## src/rtl/core/hrsp_pkg.sv

```systemverilog
// ----------------------------------------------------------------------------
// hrsp_pkg
// Shared types, codes and character constants of the HTTP request parser.
// ----------------------------------------------------------------------------
package hrsp_pkg;

	localparam int FIELD_W     = 17;
	localparam int CHUNK_W     = 32;
	localparam int MKEEP       = 7;
	localparam int CLEN_W      = 27;
	localparam int NUM_METHODS = 7;

	typedef enum logic [4:0] {
		S_INIT, S_METHOD, S_METHOD_END, S_PATH, S_QUERY, S_PATH_END, S_VERSION,
		S_VERSION_CR, S_VERSION_LF, S_HNAME, S_HCOLON, S_HVALUE, S_HCR, S_HLF,
		S_HEND_CR, S_BODY, S_CSIZE, S_CSIZE_CR, S_CSIZE_LF, S_CDATA, S_CDATA_CR,
		S_CDATA_LF, S_TR_CR, S_TR_LF, S_TR_SKIP, S_TR_SKIP_LF, S_COMPLETE
	} state_t;

	localparam logic [2:0] CFG_METHOD  = 3'd0;
	localparam logic [2:0] CFG_PATH    = 3'd1;
	localparam logic [2:0] CFG_QUERY   = 3'd2;
	localparam logic [2:0] CFG_VERSION = 3'd3;
	localparam logic [2:0] CFG_HFIELD  = 3'd4;
	localparam logic [2:0] CFG_CLEN    = 3'd5;
	localparam logic [2:0] CFG_CDIGITS = 3'd6;

	localparam logic [2:0] CLS_SKIP    = 3'd0;
	localparam logic [2:0] CLS_METHOD  = 3'd1;
	localparam logic [2:0] CLS_PATH    = 3'd2;
	localparam logic [2:0] CLS_QUERY   = 3'd3;
	localparam logic [2:0] CLS_VERSION = 3'd4;
	localparam logic [2:0] CLS_HNAME   = 3'd5;
	localparam logic [2:0] CLS_HVALUE  = 3'd6;
	localparam logic [2:0] CLS_BODY    = 3'd7;

	localparam logic [1:0] ST_MORE     = 2'd0;
	localparam logic [1:0] ST_COMPLETE = 2'd1;
	localparam logic [1:0] ST_ERROR    = 2'd2;

	localparam logic [2:0] M_GET = 3'd0;

	localparam logic [7:0] CH_SP    = 8'h20;
	localparam logic [7:0] CH_CR    = 8'h0D;
	localparam logic [7:0] CH_LF    = 8'h0A;
	localparam logic [7:0] CH_QMARK = 8'h3F;
	localparam logic [7:0] CH_COLON = 8'h3A;
	localparam logic [7:0] CH_SEMI  = 8'h3B;
	localparam logic [7:0] CH_C     = 8'h63;

	localparam logic [0:13][7:0] NAME_CL      = "content-length";
	localparam logic [0:16][7:0] NAME_TE      = "transfer-encoding";
	localparam logic [0:6][7:0]  WORD_CHUNKED = "chunked";

	localparam logic [0:NUM_METHODS-1][0:MKEEP-1][7:0] METHOD_NAMES = {
		{"GET", 32'h0}, {"POST", 24'h0}, {"PUT", 32'h0}, {"DELETE", 8'h0},
		{"HEAD", 24'h0}, "OPTIONS", {"PATCH", 16'h0}
	};
	localparam logic [0:NUM_METHODS-1][FIELD_W-1:0] METHOD_LENS = {
		17'd3, 17'd4, 17'd3, 17'd6, 17'd4, 17'd7, 17'd5
	};

	typedef struct packed {
		logic [5:0]        max_method;
		logic [13:0]       max_path;
		logic [13:0]       max_query;
		logic [4:0]        max_version;
		logic [16:0]       max_hfield;
		logic [CLEN_W-1:0] max_clen;
		logic [5:0]        max_cdigits;
	} cfg_t;

	typedef struct packed {
		state_t                  state;
		logic [FIELD_W-1:0]      flen;
		logic [0:MKEEP-1][7:0]   mbytes;
		logic [2:0]              method;
		logic [1:0]              nflags;
		logic [CLEN_W-1:0]       dacc;
		logic                    dvalid;
		logic [2:0]              cpos;
		logic [CLEN_W-1:0]       clen;
		logic                    chunked;
		logic [CLEN_W-1:0]       bcount;
		logic [CHUNK_W-1:0]      csize;
		logic [CHUNK_W-1:0]      ccount;
		logic                    err;
	} ctx_t;

	localparam ctx_t CTX_RESET = '{state: S_INIT, method: M_GET, nflags: 2'b11,
		dvalid: 1'b1, default: '0};

	typedef struct packed {
		logic [2:0]        cls;
		logic [7:0]        obyte;
		logic [1:0]        status;
		logic [2:0]        method;
		logic [CLEN_W-1:0] clen;
		logic              chunked;
		logic              hl;
		logic              hd;
	} res_t;

	function automatic logic [7:0] to_lower(input logic [7:0] c);
		return (c >= 8'h41 && c <= 8'h5A) ? c + 8'd32 : c;
	endfunction

	function automatic logic [4:0] hex_value(input logic [7:0] c);
		if (c >= 8'h30 && c <= 8'h39) return {1'b1, 4'(c - 8'h30)};
		if (c >= 8'h61 && c <= 8'h66) return {1'b1, 4'(c - 8'h57)};
		if (c >= 8'h41 && c <= 8'h46) return {1'b1, 4'(c - 8'h37)};
		return 5'd0;
	endfunction

endpackage

```

## src/rtl/core/hrsp_cfg_regs.sv

```systemverilog
// ----------------------------------------------------------------------------
// hrsp_cfg_regs
// Limit registers of the parser, written through a plain write port.
// ----------------------------------------------------------------------------
module hrsp_cfg_regs import hrsp_pkg::*; (
	input  logic        clk,
	input  logic        arst_n,
	input  logic        cfg_we,
	input  logic [2:0]  cfg_index,
	input  logic [26:0] cfg_wdata,
	output cfg_t        cfg
);

	cfg_t cfg_q;

	always_ff @(posedge clk or negedge arst_n) begin
		if (!arst_n) begin
			cfg_q.max_method  <= 6'd32;
			cfg_q.max_path    <= 14'd8192;
			cfg_q.max_query   <= 14'd8192;
			cfg_q.max_version <= 5'd16;
			cfg_q.max_hfield  <= 17'd65536;
			cfg_q.max_clen    <= 27'd104857600;
			cfg_q.max_cdigits <= 6'd32;
		end else if (cfg_we) begin
			unique case (cfg_index)
				CFG_METHOD:  cfg_q.max_method  <= cfg_wdata[5:0];
				CFG_PATH:    cfg_q.max_path    <= cfg_wdata[13:0];
				CFG_QUERY:   cfg_q.max_query   <= cfg_wdata[13:0];
				CFG_VERSION: cfg_q.max_version <= cfg_wdata[4:0];
				CFG_HFIELD:  cfg_q.max_hfield  <= cfg_wdata[16:0];
				CFG_CLEN:    cfg_q.max_clen    <= cfg_wdata;
				CFG_CDIGITS: cfg_q.max_cdigits <= cfg_wdata[5:0];
				default: ;
			endcase
		end
	end

	assign cfg = cfg_q;

endmodule

```

## src/rtl/core/hrsp_step.sv

```systemverilog
// ----------------------------------------------------------------------------
// hrsp_step
// Next-context and result logic for one request byte.
// ----------------------------------------------------------------------------
module hrsp_step import hrsp_pkg::*; (
	input  ctx_t       ctx,
	input  cfg_t       cfg,
	input  logic       action,
	input  logic [7:0] data_byte,
	output ctx_t       ctx_next,
	output res_t       res
);

	ctx_t       n;
	logic [2:0] cls;
	logic       fail;
	logic       hl;
	logic       hd;

	always_comb begin
		logic [7:0]        b;
		logic [7:0]        lb;
		logic [4:0]        hx;
		logic [CLEN_W+3:0] dv;
		logic [FIELD_W-1:0] p;
		n    = ctx;
		cls  = CLS_SKIP;
		fail = 1'b0;
		hl   = 1'b0;
		hd   = 1'b0;
		b    = data_byte;
		lb   = to_lower(data_byte);
		hx   = hex_value(data_byte);
		p    = ctx.flen;
		dv   = '0;
		if (action) begin
			n = CTX_RESET;
		end else if (!ctx.err) begin
			unique case (ctx.state) inside
				S_INIT: begin
					n.state = S_METHOD;
					n.flen  = '0;
				end
				S_METHOD_END: if (b != CH_SP) begin
					n.state = S_PATH;
					n.flen  = '0;
				end
				S_PATH_END: if (b != CH_SP) begin
					n.state = S_VERSION;
					n.flen  = '0;
				end
				S_VERSION_LF, S_HLF: if (b != CH_CR) begin
					n.state  = S_HNAME;
					n.flen   = '0;
					n.nflags = 2'b11;
				end
				S_HCOLON: if (b != CH_SP) begin
					n.state  = S_HVALUE;
					n.flen   = '0;
					n.dacc   = '0;
					n.dvalid = 1'b1;
					n.cpos   = '0;
				end
				S_CSIZE_LF: begin
					if (ctx.csize == '0) begin
						n.state = S_TR_CR;
					end else begin
						n.state  = S_CDATA;
						n.ccount = '0;
					end
				end
				default: ;
			endcase
			p = n.flen;
			unique case (n.state) inside
				S_METHOD: begin
					if (b == CH_SP) begin
						n.method = M_GET;
						for (int m = NUM_METHODS - 1; m >= 0; m--) begin
							if (p == METHOD_LENS[m] && n.mbytes == METHOD_NAMES[m])
								n.method = 3'(m);
						end
						n.state = S_METHOD_END;
					end else if (p >= FIELD_W'(cfg.max_method)) begin
						fail = 1'b1;
					end else begin
						if (p < FIELD_W'(MKEEP)) n.mbytes[p[2:0]] = b;
						n.flen = p + 1'b1;
						cls    = CLS_METHOD;
					end
				end
				S_PATH: begin
					if (b == CH_QMARK) begin
						n.state = S_QUERY;
						n.flen  = '0;
					end else if (b == CH_SP) begin
						n.state = S_PATH_END;
					end else if (p >= FIELD_W'(cfg.max_path)) begin
						fail = 1'b1;
					end else begin
						n.flen = p + 1'b1;
						cls    = CLS_PATH;
					end
				end
				S_QUERY: begin
					if (b == CH_SP) begin
						n.state = S_PATH_END;
					end else if (p >= FIELD_W'(cfg.max_query)) begin
						fail = 1'b1;
					end else begin
						n.flen = p + 1'b1;
						cls    = CLS_QUERY;
					end
				end
				S_VERSION: begin
					if (b == CH_CR) begin
						n.state = S_VERSION_CR;
					end else if (p >= FIELD_W'(cfg.max_version)) begin
						fail = 1'b1;
					end else begin
						n.flen = p + 1'b1;
						cls    = CLS_VERSION;
					end
				end
				S_VERSION_CR: begin
					if (b == CH_LF) n.state = S_VERSION_LF;
					else fail = 1'b1;
				end
				S_VERSION_LF, S_HLF: begin
					n.state = S_HEND_CR;
				end
				S_HNAME: begin
					if (b == CH_COLON) begin
						if (p != FIELD_W'(14)) n.nflags[0] = 1'b0;
						if (p != FIELD_W'(17)) n.nflags[1] = 1'b0;
						n.state = S_HCOLON;
					end else if (b == CH_CR) begin
						n.state = S_HEND_CR;
					end else if (p >= cfg.max_hfield) begin
						fail = 1'b1;
					end else begin
						if (!(p < FIELD_W'(14) && lb == NAME_CL[p[3:0]])) n.nflags[0] = 1'b0;
						if (!(p < FIELD_W'(17) && lb == NAME_TE[p[4:0]])) n.nflags[1] = 1'b0;
						n.flen = p + 1'b1;
						cls    = CLS_HNAME;
					end
				end
				S_HVALUE: begin
					if (b == CH_CR) begin
						n.state = S_HCR;
					end else if (p >= cfg.max_hfield) begin
						fail = 1'b1;
					end else begin
						if (n.dvalid) begin
							if (b < 8'h30 || b > 8'h39 || p >= FIELD_W'(20)) begin
								n.dvalid = 1'b0;
							end else begin
								dv = {1'b0, n.dacc, 3'b000} + {3'b000, n.dacc, 1'b0}
									+ (CLEN_W+4)'(b - 8'h30);
								if (dv > (CLEN_W+4)'(cfg.max_clen)) n.dvalid = 1'b0;
								else n.dacc = dv[CLEN_W-1:0];
							end
						end
						if (n.cpos < 3'd7) begin
							if (lb == WORD_CHUNKED[n.cpos]) n.cpos = n.cpos + 3'd1;
							else n.cpos = (lb == CH_C) ? 3'd1 : 3'd0;
						end
						n.flen = p + 1'b1;
						cls    = CLS_HVALUE;
					end
				end
				S_HCR: begin
					if (b == CH_LF) begin
						if (n.nflags[0]) n.clen = n.dvalid ? n.dacc : '0;
						if (n.nflags[1] && n.cpos == 3'd7) n.chunked = 1'b1;
						hl      = 1'b1;
						n.state = S_HLF;
					end else begin
						fail = 1'b1;
					end
				end
				S_HEND_CR: begin
					if (b == CH_LF) begin
						hd = 1'b1;
						if (n.chunked) begin
							n.state  = S_CSIZE;
							n.flen   = '0;
							n.csize  = '0;
							n.ccount = '0;
						end else if (n.clen != '0) begin
							n.state  = S_BODY;
							n.bcount = '0;
						end else begin
							n.state = S_COMPLETE;
						end
					end else begin
						fail = 1'b1;
					end
				end
				S_BODY: begin
					cls      = CLS_BODY;
					n.bcount = n.bcount + 1'b1;
					if (n.bcount >= n.clen) n.state = S_COMPLETE;
				end
				S_CSIZE: begin
					if (b == CH_CR || b == CH_SEMI) begin
						n.state = S_CSIZE_CR;
					end else if (hx[4]) begin
						if (p >= FIELD_W'(cfg.max_cdigits)) fail = 1'b1;
						else begin
							n.flen = p + 1'b1;
							if (n.csize[CHUNK_W-1 -: 4] != 4'd0) n.csize = '1;
							else n.csize = {n.csize[CHUNK_W-5:0], hx[3:0]};
						end
					end else if (b != CH_SP) begin
						fail = 1'b1;
					end
				end
				S_CSIZE_CR: if (b == CH_LF) n.state = S_CSIZE_LF;
				S_CDATA: begin
					cls      = CLS_BODY;
					n.ccount = n.ccount + 1'b1;
					if (n.ccount >= n.csize) n.state = S_CDATA_CR;
				end
				S_CDATA_CR: begin
					if (b == CH_CR) n.state = S_CDATA_LF;
					else fail = 1'b1;
				end
				S_CDATA_LF: begin
					if (b == CH_LF) begin
						n.state = S_CSIZE;
						n.flen  = '0;
						n.csize = '0;
					end else begin
						fail = 1'b1;
					end
				end
				S_TR_CR: n.state = (b == CH_CR) ? S_TR_LF : S_TR_SKIP;
				S_TR_SKIP: if (b == CH_CR) n.state = S_TR_SKIP_LF;
				S_TR_SKIP_LF: begin
					if (b == CH_LF) n.state = S_TR_CR;
					else fail = 1'b1;
				end
				S_TR_LF: begin
					if (b == CH_LF) n.state = S_COMPLETE;
					else fail = 1'b1;
				end
				default: ;
			endcase
			if (fail) begin
				n.err = 1'b1;
				cls   = CLS_SKIP;
			end
		end
	end

	always_comb begin
		res.cls     = cls;
		res.obyte   = action ? 8'd0 : data_byte;
		res.status  = n.err ? ST_ERROR : (n.state == S_COMPLETE ? ST_COMPLETE : ST_MORE);
		res.method  = n.method;
		res.clen    = n.clen;
		res.chunked = n.chunked;
		res.hl      = hl;
		res.hd      = hd;
	end

	assign ctx_next = n;

endmodule

```

## src/rtl/core/http_request_stream_parser_core.sv

```systemverilog
// ----------------------------------------------------------------------------
// http_request_stream_parser_core
// Byte-serial HTTP/1.1 request parser with chunked body decoding.
// ----------------------------------------------------------------------------
// One request byte (or a restart, action = 1) enters per transaction on the
// in_valid/in_ready channel; every transaction yields exactly one result on
// the out_valid/out_ready channel: the byte class, the byte, the parse status
// and the decoded method, Content-Length and chunked flag.
// The path holds one input register and one result register, with the parse
// context updated as the byte moves from the first to the second. Throughput
// is one byte per cycle while the receiver does not stall on out_ready.
// Limits must be written on cfg_we/cfg_index/cfg_wdata only while the block
// is idle; the block itself does not enforce this. Reset loads the reset
// context and a default value into every limit.
// When the receiver stalls, the result register holds, the input register
// fills, and then in_ready drops; no transaction is lost or repeated.
// ----------------------------------------------------------------------------
module http_request_stream_parser_core import hrsp_pkg::*; (
	input  logic              clk,
	input  logic              arst_n,
	input  logic              in_valid,
	output logic              in_ready,
	input  logic              action,
	input  logic [7:0]        data_byte,
	output logic              out_valid,
	input  logic              out_ready,
	output logic [2:0]        byte_class,
	output logic [7:0]        out_byte,
	output logic [1:0]        status,
	output logic [2:0]        method_code,
	output logic [CLEN_W-1:0] body_length,
	output logic              chunked_mode,
	output logic              header_line_done,
	output logic              headers_done,
	input  logic              cfg_we,
	input  logic [2:0]        cfg_index,
	input  logic [26:0]       cfg_wdata
);

	cfg_t       cfg;
	ctx_t       ctx_q;
	ctx_t       ctx_d;
	res_t       res_d;
	res_t       res_s2;
	logic       valid_s1;
	logic       action_s1;
	logic [7:0] byte_s1;
	logic       valid_s2;
	logic       advance;
	logic       accept;

	hrsp_cfg_regs u_cfg (
		.clk       (clk),
		.arst_n    (arst_n),
		.cfg_we    (cfg_we),
		.cfg_index (cfg_index),
		.cfg_wdata (cfg_wdata),
		.cfg       (cfg)
	);

	hrsp_step u_step (
		.ctx       (ctx_q),
		.cfg       (cfg),
		.action    (action_s1),
		.data_byte (byte_s1),
		.ctx_next  (ctx_d),
		.res       (res_d)
	);

	assign advance  = valid_s1 && (!valid_s2 || out_ready);
	assign in_ready = !valid_s1 || advance;
	assign accept   = in_valid && in_ready;

	always_ff @(posedge clk or negedge arst_n) begin
		if (!arst_n) begin
			valid_s1 <= 1'b0;
			valid_s2 <= 1'b0;
			ctx_q    <= CTX_RESET;
		end else begin
			if (accept) valid_s1 <= 1'b1;
			else if (advance) valid_s1 <= 1'b0;
			if (advance) begin
				valid_s2 <= 1'b1;
				ctx_q    <= ctx_d;
			end else if (out_ready) begin
				valid_s2 <= 1'b0;
			end
		end
	end

	always_ff @(posedge clk) begin
		if (accept) begin
			action_s1 <= action;
			byte_s1   <= data_byte;
		end
		if (advance) res_s2 <= res_d;
	end

	assign out_valid        = valid_s2;
	assign byte_class       = res_s2.cls;
	assign out_byte         = res_s2.obyte;
	assign status           = res_s2.status;
	assign method_code      = res_s2.method;
	assign body_length      = res_s2.clen;
	assign chunked_mode     = res_s2.chunked;
	assign header_line_done = res_s2.hl;
	assign headers_done     = res_s2.hd;

`ifndef NO_ASSERTIONS
	a_err_sticky: assert property (@(posedge clk) disable iff (!arst_n)
		(advance && ctx_q.err && !action_s1) |=> ctx_q.err)
		else $error("error latch cleared without restart");

	a_line_flags: assert property (@(posedge clk) disable iff (!arst_n)
		out_valid |-> !(header_line_done && headers_done))
		else $error("header line and header end flagged together");

	a_body_no_err: assert property (@(posedge clk) disable iff (!arst_n)
		(out_valid && byte_class == CLS_BODY) |-> status != ST_ERROR)
		else $error("body byte reported with error status");

	a_status_code: assert property (@(posedge clk) disable iff (!arst_n)
		out_valid |-> (status == ST_MORE || status == ST_COMPLETE || status == ST_ERROR))
		else $error("undefined status code");
`endif

endmodule
```

## config.mk

```make
export PLATFORM = sky130hd
export DESIGN_NAME = http_request_stream_parser_core
export DESIGN_NICKNAME = d
export VERILOG_FILES = /design/src/rtl/core/hrsp_pkg.sv /design/src/rtl/core/hrsp_cfg_regs.sv /design/src/rtl/core/hrsp_step.sv /design/src/rtl/core/http_request_stream_parser_core.sv
export SDC_FILE = /design/constraint.sdc
export NUM_CORES = 1
export LEC_CHECK = 0
export BUFFER_PORTS_ARGS = -buffer_cell sky130_fd_sc_hd__buf_4
export CAP_MARGIN = 20
export CORE_MARGIN = 2
export CORE_UTILIZATION = 64
export CTS_BUF_LIST = sky130_fd_sc_hd__clkbuf_4 sky130_fd_sc_hd__clkbuf_8 sky130_fd_sc_hd__clkbuf_16
export DETAILED_ROUTE_END_ITERATION = 7
export PLACE_DENSITY = 0.81
export SYNTH_ARGS = -nofsm -noshare
export SYNTH_HDL_FRONTEND = slang
export SYNTH_SLANG_ARGS = --single-unit
```

## constraint.sdc

```tcl
create_clock -name clk -period 8.5 [get_ports clk]
set_clock_uncertainty 0.1 [all_clocks]
set_input_delay 1.275 -clock clk [delete_from_list [all_inputs] [get_ports clk]]
set_output_delay 1.275 -clock clk [all_outputs]
set_load 0.1 [all_outputs]
```

; ---- Yosys cells after proc, flatten, opt, wreduce, memory -nomap -nowiden
; Memories as Yosys holds them, arrays and structs flattened.
; Index checks and enable logic that the tools add are counted.
[totals]
ff_bits = 380
inputBits = 44
romBits = 448
latch_bits = 0
mem_bits_rw = 0
output_inout_bits = 48
memories = 3
word_cells = 387
[classes]
n_bitwise = 6
n_shift = 0
div_mod_pow = 0
order_cmp = 28
eq_ne = 72
muxes = 175
mul = 0
add_sub_neg = 11
reduce_logical = 53
[memory_table]
columns = name, words, width, rd, rd_ports_with_merged_regs, wr, line
row1 = (name not given), 32, 8, 1, 0, 0, hrsp_step.sv:143  ; if (!(p < FIELD_W'(17) && lb == NAME_TE[p[4:0]])) n.nflags[1] = 1'b0;
row2 = (name not given), 16, 8, 1, 0, 0, hrsp_step.sv:142  ; if (!(p < FIELD_W'(14) && lb == NAME_CL[p[3:0]])) n.nflags[0] = 1'b0;
row3 = (name not given), 8, 8, 1, 0, 0, hrsp_step.sv:165  ; if (lb == WORD_CHUNKED[n.cpos]) n.cpos = n.cpos + 3'd1;
[ops]
columns = operator, count
row1 = $mux 234, 2
row2 = $eq 56x55->1 const B, 7
row3 = $mux 32, 9
row4 = $mux 17, 15
row5 = $mux 31, 7
row6 = $mux 27, 6
row7 = $mux 22, 7
row8 = $pmux 17 s9, 1
row9 = $mux 73, 2
row10 = $mux 5, 26
row11 = $pmux 5 s20, 1
row12 = $pmux 32 s3, 1
row13 = $mux 91, 1
row14 = $pmux 17 s5, 1
row15 = $mux 28, 3
row16 = $eq 17x3->1 const B, 4
row17 = $mux 64, 1
row18 = $mux 8, 8
row19 = $pmux 32 s2, 1
row20 = $mux 3, 21
row21 = $mux 59, 1
row22 = $bwmux 56, 1
row23 = $mux 56, 1
row24 = $eq 5x5->1 const B, 11
row25 = other kinds (80), 207

; ---- Logic depth before layout (Yosys ltp)
; Gate-level depths: netlist (run 1).
[depth]
ltp_word = 20
ltp_mapped = 33

; ---- By module
; Synthesis (run 1) repeated with hierarchy kept, for this count alone.
[hier_totals]
cells_unflattened = 3227
hier_area_um2 = 30325.3
[by_module_without_submodules]
columns = mod, n_inst, cells_per_inst, area_per_inst_um2
row1 = hrsp_step, 1, 2476, 15732.6
row2 = http_request_stream_parser_core, 1, 557, 11045.6
row3 = hrsp_cfg_regs, 1, 194, 3547.2

; ---- Least setup slack after synthesis (run 1)
; No wires, ideal clock.
[synth_path]
kind = reg2reg
from = register byte_s1[4]
to = register ctx_q[131] (netlist bit)
arrival_ns = 7.464
synth_period_minus_slack_ns = 7.630
required_ns = 8.335
path_stages_with_launch = 34
path_slack_ns = 0.870
path_cell_list = edfxtp_1 > clkbuf_1 > inv_1 > ha_1 > or3b_2 > o211ai_1 > clkbuf_1 > clkbuf_1 > and2_1 > ha_1 > ha_1 > fa_1 > a21oi_1 > o211ai_1 > o211a_1 > o21ai_0 > a31o_2 > o21ai_0 > a21o_1 > a21oi_1 > xnor2_1 > ha_1 > a21oi_1 > o21ai_0 > a2111oi_0 > o211ai_1 > o21ai_0 > and4_1 > o21ai_0 > nor4_2 > and4_1 > buf_2 > buf_2 > a22o_1
[synth_via]
elab_chain_cells = 16
word_cells_on_any_way = 36
classes_between = add/sub (3) / order compare (5) / eq/ne (4) / mux (22) / reduce/logical (2)
[synth_rtl]
columns = item, line
row1 = "start, declared", http_request_stream_parser_core.sv:47  ; logic [7:0] byte_s1;
row2 = "start signal, assigned", http_request_stream_parser_core.sv:94  ; byte_s1 <= data_byte;
row3 = $ne 8x6->1, "hrsp_step.sv:44, hrsp_step.sv:48, hrsp_step.sv:57"
row4 = $mux 31, hrsp_step.sv:57  ; S_HCOLON: if (b != CH_SP) begin
row5 = $mux 31, hrsp_step.sv:39  ; unique case (ctx.state) inside
row6 = $mux 31, hrsp_step.sv:38  ; end else if (!ctx.err) begin
row7 = $mux 31, hrsp_step.sv:36  ; if (action) begin
row8 = $add 30x28->31, hrsp_step.sv:158  ; dv = {1'b0, n.dacc, 3'b000} + {3'b000, n.dacc, 1'b0}
row9 = $add 31x31->31, hrsp_step.sv:159  ; + (CLEN_W+4)'(b - 8'h30);
row10 = $gt 31x27->1, hrsp_step.sv:160  ; if (dv > (CLEN_W+4)'(cfg.max_clen)) n.dvalid = 1'b0;
row11 = $mux 27, hrsp_step.sv:160
row12 = $mux 27, hrsp_step.sv:155  ; if (b < 8'h30 || b > 8'h39 || p >= FIELD_W'(20)) begin
row13 = $mux 28, hrsp_step.sv:154  ; if (n.dvalid) begin
row14 = $mux 31, hrsp_step.sv:151  ; end else if (p >= cfg.max_hfield) begin
row15 = $mux 31, hrsp_step.sv:149  ; if (b == CH_CR) begin
row16 = $mux 31 (*), hrsp_step.sv:75  ; unique case (n.state) inside
row17 = $mux 234 (*), hrsp_step.sv:38
row18 = $mux 234 (*), hrsp_step.sv:36
row19 = "end signal, assigned", http_request_stream_parser_core.sv:84  ; ctx_q <= ctx_d;
row20 = "end, declared", http_request_stream_parser_core.sv:41  ; ctx_t ctx_q;
; Mark *: on every way between the ends. The rest lies on a longest branch, timed or not. The select of a mux whose other input is x is not followed.
; A chain may end at the register's enable or synchronous reset.

; ---- Final worst setup path (run 1)
[layout_path]
from = register byte_s1[4]
to = register ctx_q[137] (netlist bit)
; The elaborated chain is that of the path after synthesis.

==> impl_results.md, run 1 <==
- CTS tree: done
- Post-synth EDFFs: 55
- Setup ws final: 0.459 ns
- Worst Tran Pin Value: 1.12 ns
- Clock power frac: 0.349
- Final HPWL DP: 56.0 mm
- Syn-to-layout area delta: 10.1%
- Fin crit share: 0.946
- Worst slew margin: 0.253
- Post-synth top area cell: dfrtp_1
- Leakage: around 13 nW
- RSZ-0062 raised after global routing: no
- Status: finished clean
- Insertion delay to the later sink of the worst-skew pair: 0.58 ns
- Hold Violations, Final: 0
- Share of cells above drive strength 1: 0.108
- Die height: 205 microns
- R2r startpoint: byte_s1[4]
- Vias in the first global route: ~22000
- Initial DRC count: 2742
- Crit-path max FO: 45
- Reg2reg path depth: 32
- Net Sw Frac: 0.345
- Post-synthesis xor/xnor area fraction: 0.0333
- DIE WIDTH: 205 microns
- Worst Setup EP: ctx_q[137]
- Max Clock Freq: 124 MHz
- Die ar.: around 42000 sq um
- Sequential share of power: 0.390
- Drt drc: 0
- CTS clk-pin slew, worst paths: 0.06 ns
- Fin Setup TNS: 0 ns
- Post-synth top area share: 0.304
- H-tree Lvls: 2
- Max incr delay on CP: 0.53 ns
- Startpoint Class: register
- Crit end category: register
- Root buffer cell: clkbuf_16
- Initial core utilization: 0.648
- Post-Synth Simple-Gate Area: 0.189
- Routability cong.: between 0.9 and 1
- Pin count of the biggest net entering global routing: 110
- Core Area: about 40000 sq um
- Internal power: roughly 3.5 mW
- Setup-failing EPs final: 0
- Unique masters post-synth: 105
- Synth Area in Compound Gates: 0.204
- Crit Reg-Reg Endpoint: ctx_q[137]
- Max-cap violation count: 0
- Nets: 3206
- Mux cell area share after synthesis: 0.0205
- Yosys warning total: 0
- Max Transition Viols Final: 0
- CTS sink cnt: 380
- Syn Inst Count: 2871
- Core Rows: 73
- Adder-cell area share of the yosys netlist: 0.121
- Area contributors post-synth: dfrtp_1 (30%), ha_1 (10%), edfxtp_1 (6.4%)
- Net Switching: 1.86 mW
- Kind of critical path: reg -> reg
- Post-Syn Nets: 3150
- Maximum clock insertion buffer count: 3
- Origin of the worst setup path: byte_s1[4]
- Routed vias: 22900
- TritonRoute pass-1 iters: 6
- Worst path required time: 8.91 ns
- Ys async rst share: 0.855
- Global Route Usage Sum: 0.372
- DR vias/cell: 6.58
- First-pass GRT wire length: 123 mm
- TritonCTS Buffers: 42
- Largest family of logic cells by synthesized area: compound AO/OA/AOI/OAI gates
- Critical Path AT: 8.45 ns
- Gate power share: 0.260
- Worst min-delay path class: reg -> reg
- PwrDens: 190 nW/um^2
- Setup slack at placement: 0.488 ns
- Sequential area share after synthesis: 0.381
- Critical Path Most Common Cell: o21ai_0
- Congestion Overflow GR: 0
- WL/cell: roughly 22 microns
- Syn_area_per_cell: about 9 sq um
- Primary FF master, synth: dfrtp_1
- ANT nets after route: 0
- I/O Pins: between 90 and 100
- WL final: around 78 mm
- IO buf count: 91
- Worst Hold Slack: between 0.3 and 0.4 ns
- Diode count: 0
- Netlist Area Pre-Place: 25700 sq um
- Initial antenna violation count: 0
- Max VDD drop: 0.190 mV
- Fin crit period: 8.04 ns
- R2R setup slack: between 0.4 and 0.5 ns
- Slowest stage cell, crit path: or3b_2
- Flops & latches, synth: 380
==> critical path: cells and delay by family (launching register included) <==
kind | cells | cell delay, ns
AO/OA/AOI/OAI | 15 | 3.27
XOR/XNOR | 1 | 0.18
adder cells (fa/ha/maj) | 4 | 1.39
buffers and inverters | 6 | 0.88
flip-flops | 1 | 0.35
AND/OR/NAND/NOR | 6 | 1.76
==> power by group through the flow <==
stage	registers (mW)	clock network [mW]	logic [mW]
after global placement	2.13	0	1.32
after detailed placement	2.13	0	1.35
after CTS	2.10	1.90	1.36
after global routing	2.12	1.97	1.52
final	2.10	1.88	1.40
after floorplan	2.22	0	0.824
==> repair_timing <==
action,in CTS,in global routing
setup endpoints to repair,0,26
gates resized for setup,0,2
hold endpoints to repair,0,0
setup buffers,0,6
hold buffers,0,0
==> final cells by class <==
type | count | area (sq um)
well taps | 525 | 657
clock buffers | 53 | 1170
multi-input cells | 2147 | 14600
flip-flops and latches | 380 | 9800
inverters | 216 | 811
clock inverters | 22 | 219
repair buffers | 140 | 1080
fillers | 3037 | 11400
==> worst min path at each step <==
stage | startpoint | endpoint | slack (ns) | depth (start not counted)
global placement | ctx_q[210] | ctx_q[210] | 0.36 | 2
detailed placement | ctx_q[169] | ctx_q[169] | 0.37 | 2
floorplan | ctx_q[171] | ctx_q[171] | 0.34 | 2
CTS | ctx_q[171] | ctx_q[171] | 0.38 | 2
global route | ctx_q[32] | ctx_q[32] | 0.40 | 1
finish | ctx_q[171] | ctx_q[171] | 0.38 | 2
==> cells in the final DEF, fill, tap and decap left out, drive strengths merged, types with 53 or more instances in the layout <==
cell / synthesis / routed
inv: 213 / 214
nand3: 99 / 99
xnor2: 61 / 61
dfrtp: 313 / 313
a21oi: 154 / 154
a22o: 102 / 102
o21ai: 273 / 273
nor2: 168 / 168
ha: 213 / 213
edfxtp: 55 / 55
buf: 40 / 140
nand2: 341 / 341
clkbuf: 88 / 53
==> cells in the mapped netlist (all sizes together), types with 46 or more instances <==
| master | number |
|---|---|
| a21oi | 154 |
| a22o | 102 |
| and2 | 48 |
| clkbuf | 88 |
| dfrtp | 313 |
| edfxtp | 55 |
| ha | 213 |
| inv | 213 |
| mux2 | 46 |
| nand2 | 341 |
| nand3 | 99 |
| nand4 | 46 |
| nor2 | 168 |
| nor3 | 52 |
| o21ai | 273 |
| xnor2 | 61 |
==> per-stage QoR <==
| stage | std cells | instance area, sq um | power, mW | utilization |
|---|---|---|---|---|
| floorplan | 2871 | 25700 | 3.05 | - |
| global placement | 3401 | 26900 | 3.44 | 0.677 |
| detailed placement | 3401 | 26900 | 3.48 | 0.677 |
| CTS | 3476 | 28300 | 5.36 | 0.712 |
| global route | 3483 | 28300 | 5.60 | 0.713 |
| finish | 3483 | 28300 | 5.39 | 0.713 |
==> registers in the layout (all words and copies together), names as in the netlist <==
| register | count |
|---|---|
| header_line_done | 1 |
| method_code | 3 |
| action_s1 | 1 |
| out_byte | 8 |
| byte_s1 | 8 |
| valid_s1 | 1 |
| byte_class | 3 |
| chunked_mode | 1 |
| out_valid | 1 |
| status | 2 |
| headers_done | 1 |
| u_cfg.cfg | 89 |
| ctx_q | 234 |
| body_length | 27 |
==> cells by family after synthesis <==
kind of cell             after synthesis
multiplexers                          47
AO/OA/AOI/OAI                        796
AND/OR/NAND/NOR                      971
flip-flops                           380
adder cells (fa/ha/maj)              235
buffers and inverters                344
XOR/XNOR                              98
==> layer usage <==
layer	global-route usage	vias to the layer above	wire, microns
met5	0	-	0
met4	0.114	0	2440
met3	0.0592	167	6250
met2	0.584	1040	35500
met1	0.533	11200	33300
li1	-	10500	-
Power figures use the tool's default switching activity.
==> run 2: changes to the inputs <==
==> constraint.sdc (replaced) <==
create_clock -name clk -period 9.75 [get_ports clk]
set_clock_uncertainty 0.1 [all_clocks]
set_input_delay 1.4625 -clock clk [delete_from_list [all_inputs] [get_ports clk]]
set_output_delay 1.4625 -clock clk [all_outputs]
set_load 0.1 [all_outputs]
==> run 2 against run 1 <==
  * Sequential power is 12% lower
  * Wire length is 0.12% lower
  * Power is 13% lower
  * Critical path depth is 2 lower
  * Global-route usage hardly changed
  * Highest routed layer is now met5
  * Largest power group unchanged
  * Via count is 0.34% higher
==> impl_results.md, run 2 (same netlist as run 1, synthesis figures left out) <==
- Status: finished clean
- Core Rows: 73
- Fin Setup TNS: 0 ns
- Leakage: 13.0 nW
- Worst hold path startpoint: ctx_q[171]
- Crit end category: register
- Reg with most FFs: ctx_q
- Root buffer cell: clkbuf_16
- Origin of the worst setup path: byte_s1[4]
- Vias in the first global route: roughly 22000
- TritonCTS Buffers: 41
- RSZ-0062 raised after global routing: no
- I/O Pins: 92
- Insertion delay to the later sink of the worst-skew pair: a little under 0.6 ns
- Die ar.: 41800 sq um
- Worst Tran Pin Value: ~1.1 ns
- Post-route insts no fill: 3467
- Worst path bufs/invs: 4
- Worst min-delay path class: reg -> reg
- Most common cell after layout, fill and taps aside: nand2_1
- Placed Instances: 3391
- Crit-path max FO: 45
- Startpoint Class: register
- Final HPWL DP: roughly 56 mm
- Worst path required time: 10.16 ns
- ANT nets after route: 0
- Diode count: 0
- Share of cells above drive strength 1: 0.103
- Max reg flops: between 200 and 250
- IO buf count: 91
- Routed vias: 23000
- Maximum clock insertion buffer count: 3
- Post-DP Area: 26800 sq um
- Critical Path Most Common Cell: o21ai_0
- Setup ws final: 0.807 ns
- Final core area utilization: 0.711
- WL final: 77.4 mm
- First-pass GRT wire length: 122 mm
- Fin crit period: 8.94 ns
- Tot Pwr: 4.67 mW
- Routability cong.: 0.979
- Initial DRC count: ~3200
- Post-CTS Hold Fix Bufs: 0
- Filler Cells Inserted: 3039
- Pin count of the biggest net entering global routing: 167
- Worst Hold Slack: roughly 0.38 ns
- Congestion Overflow GR: 0
- Most frequent cells in the layout: nand2_1 (341), dfrtp_1 (313), o21ai_0 (254), ha_1 (213), inv_1 (212)
- Max VDD drop: 0.197 mV
- DIE WIDTH: 205 microns
- Core Area: approximately 40000 sq um
- Initial core utilization: 0.648
- Max incr delay on CP: 0.86 ns
- H-tree Lvls: 2
- Slowest stage cell, crit path: and4_1
- Setup-failing EPs final: 0
- Hold Violations, Final: 0
- Max-cap violation count: 0
- # resized after CTS: 0
- Post-CTS setup buffer count: 0
- TritonRoute pass-1 iters: 8
- PwrDens: roughly 170 nW/um^2
- Final instance area: 28200 sq um
- Die height: 205 microns
- DR vias/cell: 6.63
- Syn-to-layout area delta: 9.71%
- Fin crit share: 0.917
- Initial antenna violation count: 2
- Max Transition Viols Final: 0
- R2r startpoint: byte_s1[4]
- Setup slack at placement: roughly 1 ns
- Max Clock Freq: 112 MHz
- Critical Path AT: 9.35 ns
- Worst slew margin: 0.277
- R2R setup slack: 0.81 ns
- Worst path top cell family by delay: compound AO/OA/AOI/OAI gates
- CTS tree: done
- Global Route Usage Sum: 0.372
- Kind of critical path: reg -> reg
- WL/cell: 22.3 microns
- Drt drc: 0
- Nets: roughly 3200
- CTS clk-pin slew, worst paths: roughly 0.06 ns
- CTS sink cnt: 380
run 2: cell types whose count changed in the layout (fill, tap and decap cells not counted), moves of 2 or more:
| cell | change |
|---|---|
| clkbuf_4 | -2 |
| clkinv_1 | +2 |
| clkinv_2 | -2 |
| clkinvlp_4 | +2 |
| buf_4 | -15 |
| buf_6 | -2 |
run 2: layer usage:
| metal | vias up | share of wire | GRT usage |
|---|---|---|---|
| li1 | 10500 | - | - |
| met1 | 11200 | 0.43 | 0.532 |
| met2 | 1128 | 0.46 | 0.584 |
| met3 | 209 | 0.084 | 0.0507 |
| met4 | 2 | 0.031 | 0.126 |
| met5 | - | 0.00017 | 0 |
run 2: where the power goes:
part	switching [mW]	total (mW)	internal, mW
clock	0.676	1.63	0.954
sequential	0.0989	1.85	1.75
combinational	0.832	1.20	0.366
total	1.61	4.67	3.07
run 2: final timing paths:
path | endpoint | cells past startpoint
max | ctx_q[130] | 30
min | ctx_q[171] | 2
max reg2reg | ctx_q[130] | 30
min reg2reg | ctx_q[171] | 2
max in group asynchronous | ctx_q[156] | 2
min in group asynchronous | ctx_q[79] | 1
run 2: worst reg2reg max path: cells and delay by family, from the launching register on:
family	cells	cell delay (ns)
XOR/XNOR	1	0.18
flip-flops	1	0.59
AO/OA/AOI/OAI	15	3.27
buffers and inverters	4	0.95
AND/OR/NAND/NOR	6	2.33
adder cells (fa/ha/maj)	4	1.45
run 2: cell type report:
type | instances | area, sq um | area share
sequential | 380 | 9800 | 0.347
clock inverter | 26 | 278 | 0.00983
inverter | 216 | 811 | 0.0287
multi-input combinational | 2147 | 14600 | 0.517
tap | 525 | 657 | 0.0233
clock buffer | 49 | 1120 | 0.0395
timing repair buffer | 124 | 971 | 0.0344
